<file path="config.mk">
export PLATFORM = sky130hd
export DESIGN_NAME = button_gesture_detector_top
export DESIGN_NICKNAME = d
export VERILOG_FILES = /design/src/rtl/bgd_pkg.sv /design/src/rtl/button_gesture_detector_top.sv
export SDC_FILE = /design/constraint.sdc
export NUM_CORES = 1
export LEC_CHECK = 0
export BUFFER_PORTS_ARGS = -buffer_cell sky130_fd_sc_hd__buf_4
export CAP_MARGIN = 20
export CORE_AREA = 2 2 284 146
export CTS_CLUSTER_DIAMETER = 100
export DETAILED_ROUTE_END_ITERATION = 10
export DIE_AREA = 0 0 286 148
export PLACE_DENSITY = 0.78
export SETUP_SLACK_MARGIN = 0.15
export SLEW_MARGIN = 20
export SYNTH_ARGS = -nofsm -noshare
export SYNTH_HDL_FRONTEND = slang
export SYNTH_SLANG_ARGS = --single-unit
</file>
<file path="constraint.sdc">
create_clock -name aclk -period 5.2 [get_ports aclk]
set_input_delay 0.52 -clock aclk [delete_from_list [all_inputs] [get_ports aclk]]
set_output_delay 0.52 -clock aclk [all_outputs]
set_load 0.01 [all_outputs]
</file>
<file path="src/rtl/bgd_pkg.sv">
// ---------------------------------------------------------------------------
// bgd_pkg
// Types and constants of the button gesture detector.
// ---------------------------------------------------------------------------
package bgd_pkg;

    localparam int TIME_W  = 32;
    localparam int CLICK_W = 8;
    localparam int CFG_W   = 16;
    localparam int EN_W    = 3;

    // Register indexes
    localparam logic [2:0] CFG_DEBOUNCE   = 3'd0;
    localparam logic [2:0] CFG_LONG       = 3'd1;
    localparam logic [2:0] CFG_SUPER      = 3'd2;
    localparam logic [2:0] CFG_WINDOW     = 3'd3;
    localparam logic [2:0] CFG_MAX_CLICKS = 3'd4;
    localparam logic [2:0] CFG_EVENT_EN   = 3'd5;
    localparam logic [2:0] CFG_GROUP_EN   = 3'd6;
    localparam logic [2:0] CFG_COMBO      = 3'd7;

    // Event codes
    localparam logic [2:0] EV_DOWN     = 3'd0;
    localparam logic [2:0] EV_UP       = 3'd1;
    localparam logic [2:0] EV_MULTI    = 3'd2;
    localparam logic [2:0] EV_LONG     = 3'd3;
    localparam logic [2:0] EV_LONG_UP  = 3'd4;
    localparam logic [2:0] EV_SUPER_UP = 3'd5;

    // event_enable bits
    localparam int EN_LONG_HOLD = 0;
    localparam int EN_LONG_UP   = 1;
    localparam int EN_SUPER_UP  = 2;

    typedef enum logic [2:0] {
        ST_IDLE    = 3'd0,
        ST_PRESS   = 3'd1,
        ST_RELEASE = 3'd2,
        ST_LONG    = 3'd3,
        ST_SUPER   = 3'd4
    } bgd_state_t;

    typedef struct packed {
        logic [TIME_W-1:0] now_ms;
        logic              level_active;
        logic              peer_busy;
    } bgd_in_t;

    typedef struct packed {
        logic [2:0]         event_code;
        logic               suppressed;
        logic [CLICK_W-1:0] click_total;
        logic [TIME_W-1:0]  hold_time;
        logic               is_pressed;
        logic               last_of_scan;
    } bgd_out_t;

endpackage

</file>
<file path="src/rtl/button_gesture_detector_top.sv">
// ---------------------------------------------------------------------------
// button_gesture_detector_top
// Debounce, multi-click and long-press detector for one key.
// ---------------------------------------------------------------------------
// Each accepted scan word (timestamp, pressed level, peer-busy flag) runs the
// five-state key machine: the state registers update at the
// accepting edge and the zero, one or two events that the scan causes are
// written into a three-entry result queue whose head drives m_data. A scan
// can be taken every cycle while s_ready is high; a scan that fires two
// events leaves two words to drain. s_ready is high while the queue holds at
// most one word, so with a free-flowing sink the block sustains one scan per
// cycle for scans that fire at most one event; each two-event scan drops
// s_ready until the queue is back to one word, and a back-pressured sink
// holds the input off once two or more words wait. All time differences are
// 32-bit modulo subtractions compared against the 16-bit registers.
// Configuration writes land at the edge with cfg_we high and take effect
// from the next scan; they are meant for idle periods only.
// ---------------------------------------------------------------------------
module button_gesture_detector_top
    import bgd_pkg::*;
(
    input  logic                aclk,
    input  logic                aresetn,
    // configuration
    input  logic                cfg_we,
    input  logic [2:0]          cfg_addr,
    input  logic [CFG_W-1:0]    cfg_wdata,
    // scan input
    input  logic                s_valid,
    output logic                s_ready,
    input  bgd_in_t             s_data,
    // event output
    output logic                m_valid,
    input  logic                m_ready,
    output bgd_out_t            m_data
);

    localparam int QDEPTH = 3;

    // ---------------- configuration registers ----------------
    logic [CFG_W-1:0]   debounce_time_reg;
    logic [CFG_W-1:0]   long_time_reg;
    logic [CFG_W-1:0]   super_time_reg;
    logic [CFG_W-1:0]   click_window_reg;
    logic [CLICK_W-1:0] max_clicks_reg;
    logic [EN_W-1:0]    event_enable_reg;
    logic               group_enable_reg;
    logic               combo_exempt_reg;

    always_ff @(posedge aclk) begin
        if (!aresetn) begin
            debounce_time_reg <= CFG_W'(20);
            long_time_reg     <= CFG_W'(1000);
            super_time_reg    <= '0;
            click_window_reg  <= CFG_W'(300);
            max_clicks_reg    <= '0;
            event_enable_reg  <= '0;
            group_enable_reg  <= 1'b0;
            combo_exempt_reg  <= 1'b0;
        end else if (cfg_we) begin
            unique case (cfg_addr)
                CFG_DEBOUNCE:   debounce_time_reg <= cfg_wdata;
                CFG_LONG:       long_time_reg     <= cfg_wdata;
                CFG_SUPER:      super_time_reg    <= cfg_wdata;
                CFG_WINDOW:     click_window_reg  <= cfg_wdata;
                CFG_MAX_CLICKS: max_clicks_reg    <= cfg_wdata[CLICK_W-1:0];
                CFG_EVENT_EN:   event_enable_reg  <= cfg_wdata[EN_W-1:0];
                CFG_GROUP_EN:   group_enable_reg  <= cfg_wdata[0];
                CFG_COMBO:      combo_exempt_reg  <= cfg_wdata[0];
                default: ;
            endcase
        end
    end

    // ---------------- key state ----------------
    bgd_state_t         state_reg, state_next;
    logic               dvalid_reg, dvalid_next;     // debounce timer running
    logic [TIME_W-1:0]  dstart_reg, dstart_next;     // debounce start time
    logic [TIME_W-1:0]  press_begin_reg, press_begin_next;
    logic [TIME_W-1:0]  window_begin_reg, window_begin_next;
    logic [CLICK_W-1:0] click_reg, click_next;
    logic [TIME_W-1:0]  hold_reg, hold_next;
    logic               group_hit_reg, group_hit_next;

    logic s_fire, m_fire;
    assign s_fire = s_valid && s_ready;
    assign m_fire = m_valid && m_ready;

    logic [TIME_W-1:0] now;
    logic              active;
    assign now    = s_data.now_ms;
    assign active = s_data.level_active;

    // Elapsed times, modulo 2^32
    logic [TIME_W-1:0] since_deb, since_press, since_window;
    assign since_deb    = now - dstart_reg;
    assign since_press  = now - press_begin_reg;
    assign since_window = now - window_begin_reg;

    logic settle_ok, long_hit, super_hit, window_hit, multi_ok;
    assign settle_ok  = dvalid_reg && (since_deb >= TIME_W'(debounce_time_reg));
    assign long_hit   = since_press >= TIME_W'(long_time_reg);
    assign super_hit  = (super_time_reg != '0) && (since_press >= TIME_W'(super_time_reg));
    assign window_hit = since_window >= TIME_W'(click_window_reg);
    assign multi_ok   = (max_clicks_reg == '0) || (click_reg <= max_clicks_reg);

    // Sticky group hit, cleared while idle
    assign group_hit_next = (state_reg == ST_IDLE) ? 1'b0
                          : (group_hit_reg || (group_enable_reg && s_data.peer_busy));
    // Hold time refreshes while the key is held
    assign hold_next = (state_reg == ST_PRESS || state_reg == ST_LONG ||
                        state_reg == ST_SUPER) ? since_press : hold_reg;

    // Next state and timers
    always_comb begin
        state_next        = state_reg;
        dvalid_next       = dvalid_reg;
        dstart_next       = dstart_reg;
        press_begin_next  = press_begin_reg;
        window_begin_next = window_begin_reg;
        click_next        = click_reg;
        unique case (state_reg)
            ST_IDLE: begin
                if (active) begin
                    if (!dvalid_reg) begin
                        dvalid_next = 1'b1;
                        dstart_next = now;
                    end else if (settle_ok) begin
                        dvalid_next       = 1'b0;
                        press_begin_next  = now;
                        window_begin_next = now;
                        state_next        = ST_PRESS;
                    end
                end else begin
                    dvalid_next = 1'b0;
                end
            end
            ST_PRESS: begin
                if (!active) begin
                    if (!dvalid_reg) begin
                        dvalid_next = 1'b1;
                        dstart_next = now;
                    end else if (settle_ok) begin
                        dvalid_next       = 1'b0;
                        click_next        = click_reg + 1'b1;
                        window_begin_next = now;
                        state_next        = ST_RELEASE;
                    end
                end else begin
                    dvalid_next = 1'b0;
                    if (long_hit) begin
                        click_next = '0;
                        state_next = ST_LONG;
                    end
                end
            end
            ST_RELEASE: begin
                if (active) begin
                    dvalid_next       = 1'b0;
                    press_begin_next  = now;
                    window_begin_next = now;
                    state_next        = ST_PRESS;
                end else if (window_hit) begin
                    click_next = '0;
                    state_next = ST_IDLE;
                end
            end
            ST_LONG, ST_SUPER: begin
                if (!active) begin
                    if (!dvalid_reg) begin
                        dvalid_next = 1'b1;
                        dstart_next = now;
                    end else if (settle_ok) begin
                        dvalid_next = 1'b0;
                        state_next  = ST_IDLE;
                    end
                end else begin
                    dvalid_next = 1'b0;
                    if (state_reg == ST_LONG && super_hit) begin
                        state_next = ST_SUPER;
                    end
                end
            end
            default: begin
                state_next = ST_IDLE;
            end
        endcase
    end

    // Events of this scan
    logic [1:0] ev_cnt;
    logic [2:0] ev0_code, ev1_code;

    always_comb begin
        ev_cnt   = 2'd0;
        ev0_code = EV_UP;
        ev1_code = EV_UP;
        unique case (state_reg)
            ST_IDLE: begin
                if (active && settle_ok) begin
                    ev_cnt   = 2'd1;
                    ev0_code = EV_DOWN;
                end
            end
            ST_PRESS: begin
                if (active && long_hit && event_enable_reg[EN_LONG_HOLD]) begin
                    ev_cnt   = 2'd1;
                    ev0_code = EV_LONG;
                end
            end
            ST_RELEASE: begin
                if (active) begin
                    ev_cnt   = 2'd1;
                    ev0_code = EV_DOWN;
                end else if (window_hit) begin
                    if (multi_ok) begin
                        ev_cnt   = 2'd2;
                        ev0_code = EV_MULTI;
                    end else begin
                        ev_cnt = 2'd1;
                    end
                end
            end
            ST_LONG: begin
                if (!active && settle_ok) begin
                    if (event_enable_reg[EN_LONG_UP]) begin
                        ev_cnt   = 2'd2;
                        ev0_code = EV_LONG_UP;
                    end else begin
                        ev_cnt = 2'd1;
                    end
                end
            end
            ST_SUPER: begin
                if (!active && settle_ok) begin
                    if (event_enable_reg[EN_SUPER_UP]) begin
                        ev_cnt   = 2'd2;
                        ev0_code = EV_SUPER_UP;
                    end else if (event_enable_reg[EN_LONG_UP]) begin
                        ev_cnt   = 2'd2;
                        ev0_code = EV_LONG_UP;
                    end else begin
                        ev_cnt = 2'd1;
                    end
                end
            end
            default: ;
        endcase
    end

    // Shared event fields; long entry reports a cleared count
    bgd_out_t ev0, ev1;
    logic               ev_supp;
    logic [CLICK_W-1:0] ev_clicks;
    assign ev_supp   = group_hit_next && !combo_exempt_reg;
    assign ev_clicks = (state_reg == ST_PRESS) ? '0 : click_reg;

    always_comb begin
        ev0.event_code   = ev0_code;
        ev0.suppressed   = ev_supp;
        ev0.click_total  = ev_clicks;
        ev0.hold_time    = hold_next;
        ev0.is_pressed   = active;
        ev0.last_of_scan = (ev_cnt == 2'd1);
        ev1              = ev0;
        ev1.event_code   = ev1_code;
        ev1.last_of_scan = 1'b1;
    end

    always_ff @(posedge aclk) begin
        if (!aresetn) begin
            state_reg        <= ST_IDLE;
            dvalid_reg       <= 1'b0;
            dstart_reg       <= '0;
            press_begin_reg  <= '0;
            window_begin_reg <= '0;
            click_reg        <= '0;
            hold_reg         <= '0;
            group_hit_reg    <= 1'b0;
        end else if (s_fire) begin
            state_reg        <= state_next;
            dvalid_reg       <= dvalid_next;
            dstart_reg       <= dstart_next;
            press_begin_reg  <= press_begin_next;
            window_begin_reg <= window_begin_next;
            click_reg        <= click_next;
            hold_reg         <= hold_next;
            group_hit_reg    <= group_hit_next;
        end
    end

    // ---------------- result queue ----------------
    // Entry 0 is the head; entries shift down on a pop.
    bgd_out_t   q_reg [QDEPTH];
    bgd_out_t   q_next [QDEPTH];
    bgd_out_t   q_kept [QDEPTH];
    logic [1:0] count_reg, count_next, count_pop;

    assign s_ready   = (count_reg <= 2'd1);
    assign m_valid   = (count_reg != 2'd0);
    assign m_data    = q_reg[0];
    assign count_pop = count_reg - {1'b0, m_fire};

    always_comb begin
        for (int i = 0; i < QDEPTH; i++) begin
            if (m_fire && i < QDEPTH - 1) begin
                q_kept[i] = q_reg[i+1];
            end else begin
                q_kept[i] = q_reg[i];
            end
        end
        for (int i = 0; i < QDEPTH; i++) begin
            if (s_fire && 2'(i) == count_pop) begin
                q_next[i] = ev0;
            end else if (s_fire && 2'(i) == count_pop + 2'd1) begin
                q_next[i] = ev1;
            end else begin
                q_next[i] = q_kept[i];
            end
        end
        count_next = count_pop + (s_fire ? ev_cnt : 2'd0);
    end

    always_ff @(posedge aclk) begin
        if (!aresetn) begin
            count_reg <= 2'd0;
        end else begin
            count_reg <= count_next;
        end
    end

    always_ff @(posedge aclk) begin
        for (int i = 0; i < QDEPTH; i++) begin
            q_reg[i] <= q_next[i];
        end
    end

endmodule

</file>
**After elaboration in Yosys (flattened, before gate mapping)**

Memories as Yosys holds them, arrays and structs flattened.
Cells that the tools add are included.

- Register bits: 220
- Memory bits (writable): 138
- Bits of input ports: 58
- Output and inout bits: 48
- Logic and storage cells: 186
- Memories: 1

Memories:

| name | depth | width | read ports | clocked after memory_dff | wr ports | line | RTL |
|---|---|---|---|---|---|---|---|
| q_reg | 3 | 46 | 3 | 0 | 3 | button_gesture_detector_top.sv:294 | `bgd_out_t q_reg [QDEPTH];` |

- Add/sub/neg operators: 7
- Order comparisons: 6
- Eq/ne operators: 31
- Mux-type cells: 73
- Reductions and logical operators: 51

Operators with widths:

| kind | number |
|---|---|
| 2-to-1 mux 32 bit | 12 |
| 2-to-1 mux 46 bit | 8 |
| greater-or-equal comparator 32 x 16 -> 1 bit | 4 |
| one-hot mux 32 bit (2 select lines) | 2 |
| one-hot mux 32 bit (3 select lines) | 1 |
| subtractor 32 bit | 3 |
| 2-to-1 mux 8 bit | 7 |
| 2-to-1 mux 3 bit | 17 |
| 2-to-1 mux 2 bit | 12 |
| != test 3 bit (second input constant) | 7 |
| logical AND 1 bit | 17 |
| != test 2 bit (second input constant) | 8 |
| one-hot mux 8 bit (2 select lines) | 1 |
| AND reduction 2 bit | 8 |
| nonzero test 16 bit | 1 |
| equality test 3 bit (second input constant) | 5 |
| one-hot mux 3 bit (5 select lines) | 1 |
| equality test 3 x 2 -> 1 bit (second input constant) | 4 |
| one-hot mux 3 bit (4 select lines) | 1 |
| AND reduction 11 bit | 1 |
| one-hot mux 2 bit (5 select lines) | 1 |
| 2-to-1 mux 1 bit | 9 |
| adder 8 x 1 -> 8 bit (second input constant) | 1 |
| less-or-equal comparator 8 bit | 1 |
| 23 further kinds | 36 |

**Logic depth before layout (Yosys ltp)**

- Depth after elaboration: 8
- Mapped depth: 27
- Mapped depth without buffers: 27

**Worst setup path before layout**

Ideal clock, no wire load.

- Kind: input-to-reg
- Start: input s_data[5] (netlist bit)
- End: register count_reg[1]
- Setup time: 0.078 ns
- Arrival time: 5.027 ns
- Data required time: 5.122 ns
- Setup slack: 0.096 ns
- Stages: 26
- Path buffers: 0
- Path through: ha_1 a21o_1 a21oi_1 nand2_1 a21oi_1 nor2b_1 o21ai_0 nand2_1 a21oi_1 xnor2_1 ha_1 nand3_1 a21boi_1 o31a_1 nor4_2 o31ai_1 or4_4 nor4_4 a41o_1 nor2_1 nor3_2 nor2_1 ha_1 xnor2_1 and3_1 nor3_1

- Word-level cells in the longest chain between the ends: 8
- Elaborated cells between the ends (all ways): 20
- Those cells by class: add/sub (4); order compare (3); mux (8); reduce/logical (5)

RTL lines:

| what | line | RTL |
|---|---|---|
| from (decl) | button_gesture_detector_top.sv:31 | `input bgd_in_t s_data,` |
| subtractor 32 bit (on tied branches) | button_gesture_detector_top.sv:96, button_gesture_detector_top.sv:97 |  |
| greater-or-equal comparator 32 x 16 -> 1 bit (on tied branches) | button_gesture_detector_top.sv:101, button_gesture_detector_top.sv:102 |  |
| logical AND 1 bit (on tied branches) | button_gesture_detector_top.sv:101, button_gesture_detector_top.sv:206 |  |
| logical AND 1 bit (on tied branches) | -- |  |
| 2-to-1 mux 2 bit (tied with other cells) | button_gesture_detector_top.sv:235 | `if (!active && settle_ok) begin` |
| one-hot mux 2 bit (5 select lines) (*) | button_gesture_detector_top.sv:198 | `unique case (state_reg)` |
| 2-to-1 mux 2 bit (*) | button_gesture_detector_top.sv:321 | `count_next = count_pop + (s_fire ? ev_cnt : 2'd0);` |
| adder 2 bit (*) | button_gesture_detector_top.sv:321 |  |
| to (signal assigned) | button_gesture_detector_top.sv:328 | `count_reg <= count_next;` |
| to (decl) | button_gesture_detector_top.sv:297 | `logic [1:0] count_reg, count_next, count_pop;` |

Every way passes the cells marked *; elsewhere a longest branch is shown, timed or not.
A chain may end at the register's enable or synchronous reset.

**Worst setup path in the final report**

- Start: register dstart_reg[0]
- End: register window_begin_reg[14]

- Word-level cells in the longest chain between the ends: 7
- Elaborated cells between the ends (all ways): 8
- Those cells by class: add/sub (1); order compare (1); mux (5); reduce/logical (1)

RTL lines:

| what | line | RTL |
|---|---|---|
| from (decl) | button_gesture_detector_top.sv:78 | `logic [TIME_W-1:0] dstart_reg, dstart_next;` |
| from (signal assigned) | button_gesture_detector_top.sv:283 | `dstart_reg <= dstart_next;` |
| subtractor 32 bit (*) | button_gesture_detector_top.sv:96 | `assign since_deb = now - dstart_reg;` |
| greater-or-equal comparator 32 x 16 -> 1 bit (*) | button_gesture_detector_top.sv:101 | `assign settle_ok = dvalid_reg && (since_deb >= TIME_W'(debounce_time_reg));` |
| logical AND 1 bit (*) | button_gesture_detector_top.sv:101 |  |
| 2-to-1 mux 32 bit (*) (2 in series) | -- |  |
| 2-to-1 mux 32 bit (on tied branches) | -- |  |
| one-hot mux 32 bit (3 select lines) (*) | -- |  |
| to (signal assigned) | button_gesture_detector_top.sv:285 | `window_begin_reg <= window_begin_next;` |
| to (decl) | button_gesture_detector_top.sv:80 | `logic [TIME_W-1:0] window_begin_reg, window_begin_next;` |

Every way passes the cells marked *; elsewhere a longest branch is shown, timed or not. The select of a mux whose other input is x is not followed.

==> reports/summary.txt <==
Max-Cap Viols: 0
CP startpoint kind: flip-flop
I/O pin count: 106
clock tree buffer depth: 3
status: finished clean
hold_buf cts: 0
Initial Util: 56.3%
Seq/Total Area, Yosys: 38.1%
crit-path max FO: 6
Site Rows: 52
setup TNS: 0 ps
CTS Buf Count: 35
final slew viol count: 0
Crit path arrival time: 5520 ps
top cells by area, synth: dfxtp_1, edfxtp_1, ha_1, nand2_1, a21oi_1
top_reg_cell synth: dfxtp_1
Port Buffers: 105
gr usage total: 33.3%
Period Utilization, post-route: 97.4%
total power: 9.96 mW
initial DRC count: 2546
Worst Path Required: 5650 ps
slew margin rel.: 29.5%
area leader, netlist: dfxtp_1
DR vias/cell: 6.10
initial antenna violation count: 1
CP Capture Type: flip-flop
Post-synth EDFFs: 138
Least-Margin Pin Slew: 1060 ps
share of the synthesized area in the top cell type: 19.6%
Yosys reg bits: 358
Worst Skew: 26.0 ps
final hold violations: 0
vias in the first global route: 19235
CTS tree: yes
Clk Latency, worst-skew pair: 550 ps
final core utilization: 67.0%
H-tree depth: 2
WL met2: 28100 um
slowest cell delay on critical path: 460 ps
VDD IR max: 0.383 mV
Power Dens Cells: 374 nW/um^2
Cells after Synth: 2701
synthesized area per cell: 8.30 sq um
die height: 148 um
die width: 286 um
worst hold path class: in2reg
Synth Net Count: 2930
ys async rst share: 0%
final worst setup slack: 137 ps
first-pass GRT wire length: 111000 um
Detailed Place HPWL: 54900 um
Root Driver: clkbuf_16
critical path's slowest cell: or4_4
RSZ-0062 raised after global routing: true
layout cell share with drive strength beyond 1: 15.8%
Routed Antenna Nets: 0
Die ar.: 42300 sq um
routed via count: 21338
met3 wire length: 9460 um
crit-path cells: ha_1, fa_1, nand2b_1, buf_4, a21oi_1, o211ai_1, nand2_1, xor2_1, ha_1, and4_1, o31a_1, nor4_4, o31ai_4, or4_4, nor4_4, buf_4, a41oi_4, o21ai_4, nor2b_4, buf_12, buf_12, mux2i_2
CTS clk-pin slew, worst paths: 70 ps
Hold WS: 248 ps
max reg flops: 138
Max Freq: 198 MHz
P_leak: 11.0 nW
met1 wire length: 35000 um
Final Setup Violations: 0
Top Layer Used: met5
global placer's final weighted congestion: 1.02
core area: 39800 sq um
synthesis-to-finish area growth: 19.0%
largest net degree at the start of global routing: 90
post-route minimum period: 5060 ps
Distinct cells, synth: 92
overall overflow remaining after global route: 0
pre-CTS WS: -389 ps
wire length per cell: 21.0 um
clock sinks: 358
Layout Nets: 3158
Synth Cell Area: 22400 sq um
WS Path Type: reg2reg
DR DRC count: 0
YS warnings: 0
Post-Route WL: 73400 um
TritonRoute pass-1 iters: 7
==> cells in the mapped netlist, drive strengths merged (5+ instances only) <==
cell type	number
a21oi	233
xnor2	42
nor2	186
o211a	5
or3	19
a211o	19
o221ai	6
nor3	43
nand2b	17
xor2	24
nor4	16
a21o	35
nand4	33
o21bai	11
and3	25
o31ai	11
nor3b	9
a211oi	51
inv	235
dfxtp	220
clkbuf	109
mux2i	105
o211ai	30
nand2	482
or4	6
nor2b	19
nand3	37
a31oi	19
or2	11
ha	168
o22ai	5
o21a	30
edfxtp	138
and2	19
o21ai	164
a221oi	5
buf	19
and4	13
a2111oi	10
a221o	6
==> metal layers <==
metal | up-vias | GRT usage [%]
li1 | 9962 | -
met1 | 10118 | 53.8
met2 | 1172 | 44.2
met3 | 84 | 8.97
met4 | 2 | 4.50
met5 | - | 0
==> through the flow <==
stage	std cells	instance area [sq um]
after detailed placement	3410	24900
after global placement	3410	24900
after CTS	3483	26200
after global routing	3496	26700
after floorplan	2701	22400
final	3497	26700
==> cell usage in the layout (no fill, tap or decap), types with 41 or more instances in the layout <==
master,count
a211oi_1,48
ha_1,161
nand2_1,477
o21ai_0,149
clkbuf_16,41
xnor2_1,41
mux2i_1,101
a21oi_1,220
dfxtp_1,214
nor2_1,184
inv_1,232
buf_4,302
edfxtp_1,138
==> worst max-delay path: cells and delay by family (launching register included) <==
family / cells / cell delay (ps)
adders and majority gates: 3 / 910
AOI/OAI and AO/OA: 6 / 1020
buffers and inverters: 4 / 660
muxes: 1 / 230
and+or+nand+nor: 7 / 1650
DFF: 1 / 320
xor gates and xnor gates: 1 / 170
==> cell families (layout without fill, tap and decap cells) <==
kind of cell / after synthesis / count (layout) / share of synthesized area (%)
XOR/XNOR: 66 / 66 / 2.58
buffers and inverters: 364 / 619 / 6.35
adder cells (fa/ha/maj): 171 / 171 / 9.64
AO/OA/AOI/OAI: 689 / 689 / 19.5
AND/OR/NAND/NOR: 946 / 946 / 19.0
flip-flops: 358 / 358 / 38.1
other: 0 / 1 / 0
multiplexers: 107 / 107 / 4.79
==> where the power goes <==
group / total, mW / internal (mW) / switching, mW
sequential: 4.01 / 3.81 / 0.194
clock: 2.61 / 1.43 / 1.18
combinational: 3.34 / 1.19 / 2.15
==> layout make-up <==
class / count / area (sq um)
antenna: 1 / 2.50
fill: 3280 / 13100
inverter: 236 / 888
timing repair buffer: 319 / 2610
clock inverter: 13 / 136
clock buffer: 51 / 987
multi-input combinational: 1979 / 12800
tap: 540 / 676
sequential: 358 / 8560
==> worst paths after layout <==
kind                        from                   end  slack [ps]  cells past startpoint
setup / recovery   dstart_reg[0]  window_begin_reg[14]         140                     22
hold / removal      cfg_wdata[8]      long_time_reg[8]         250                      3
setup reg to reg   dstart_reg[0]  window_begin_reg[14]         140                     22
hold reg to reg   dstart_reg[18]        dstart_reg[18]         450                      2
==> timing repair <==
item | in CTS | in global routing
buffers inserted | 8 | 7
endpoints found under the setup margin | 65 | 88
gates resized for setup | 24 | 54
cloned | 1 | 6
pin swaps | 24 | 39
Note: power is estimated with default switching activity, not from simulation.
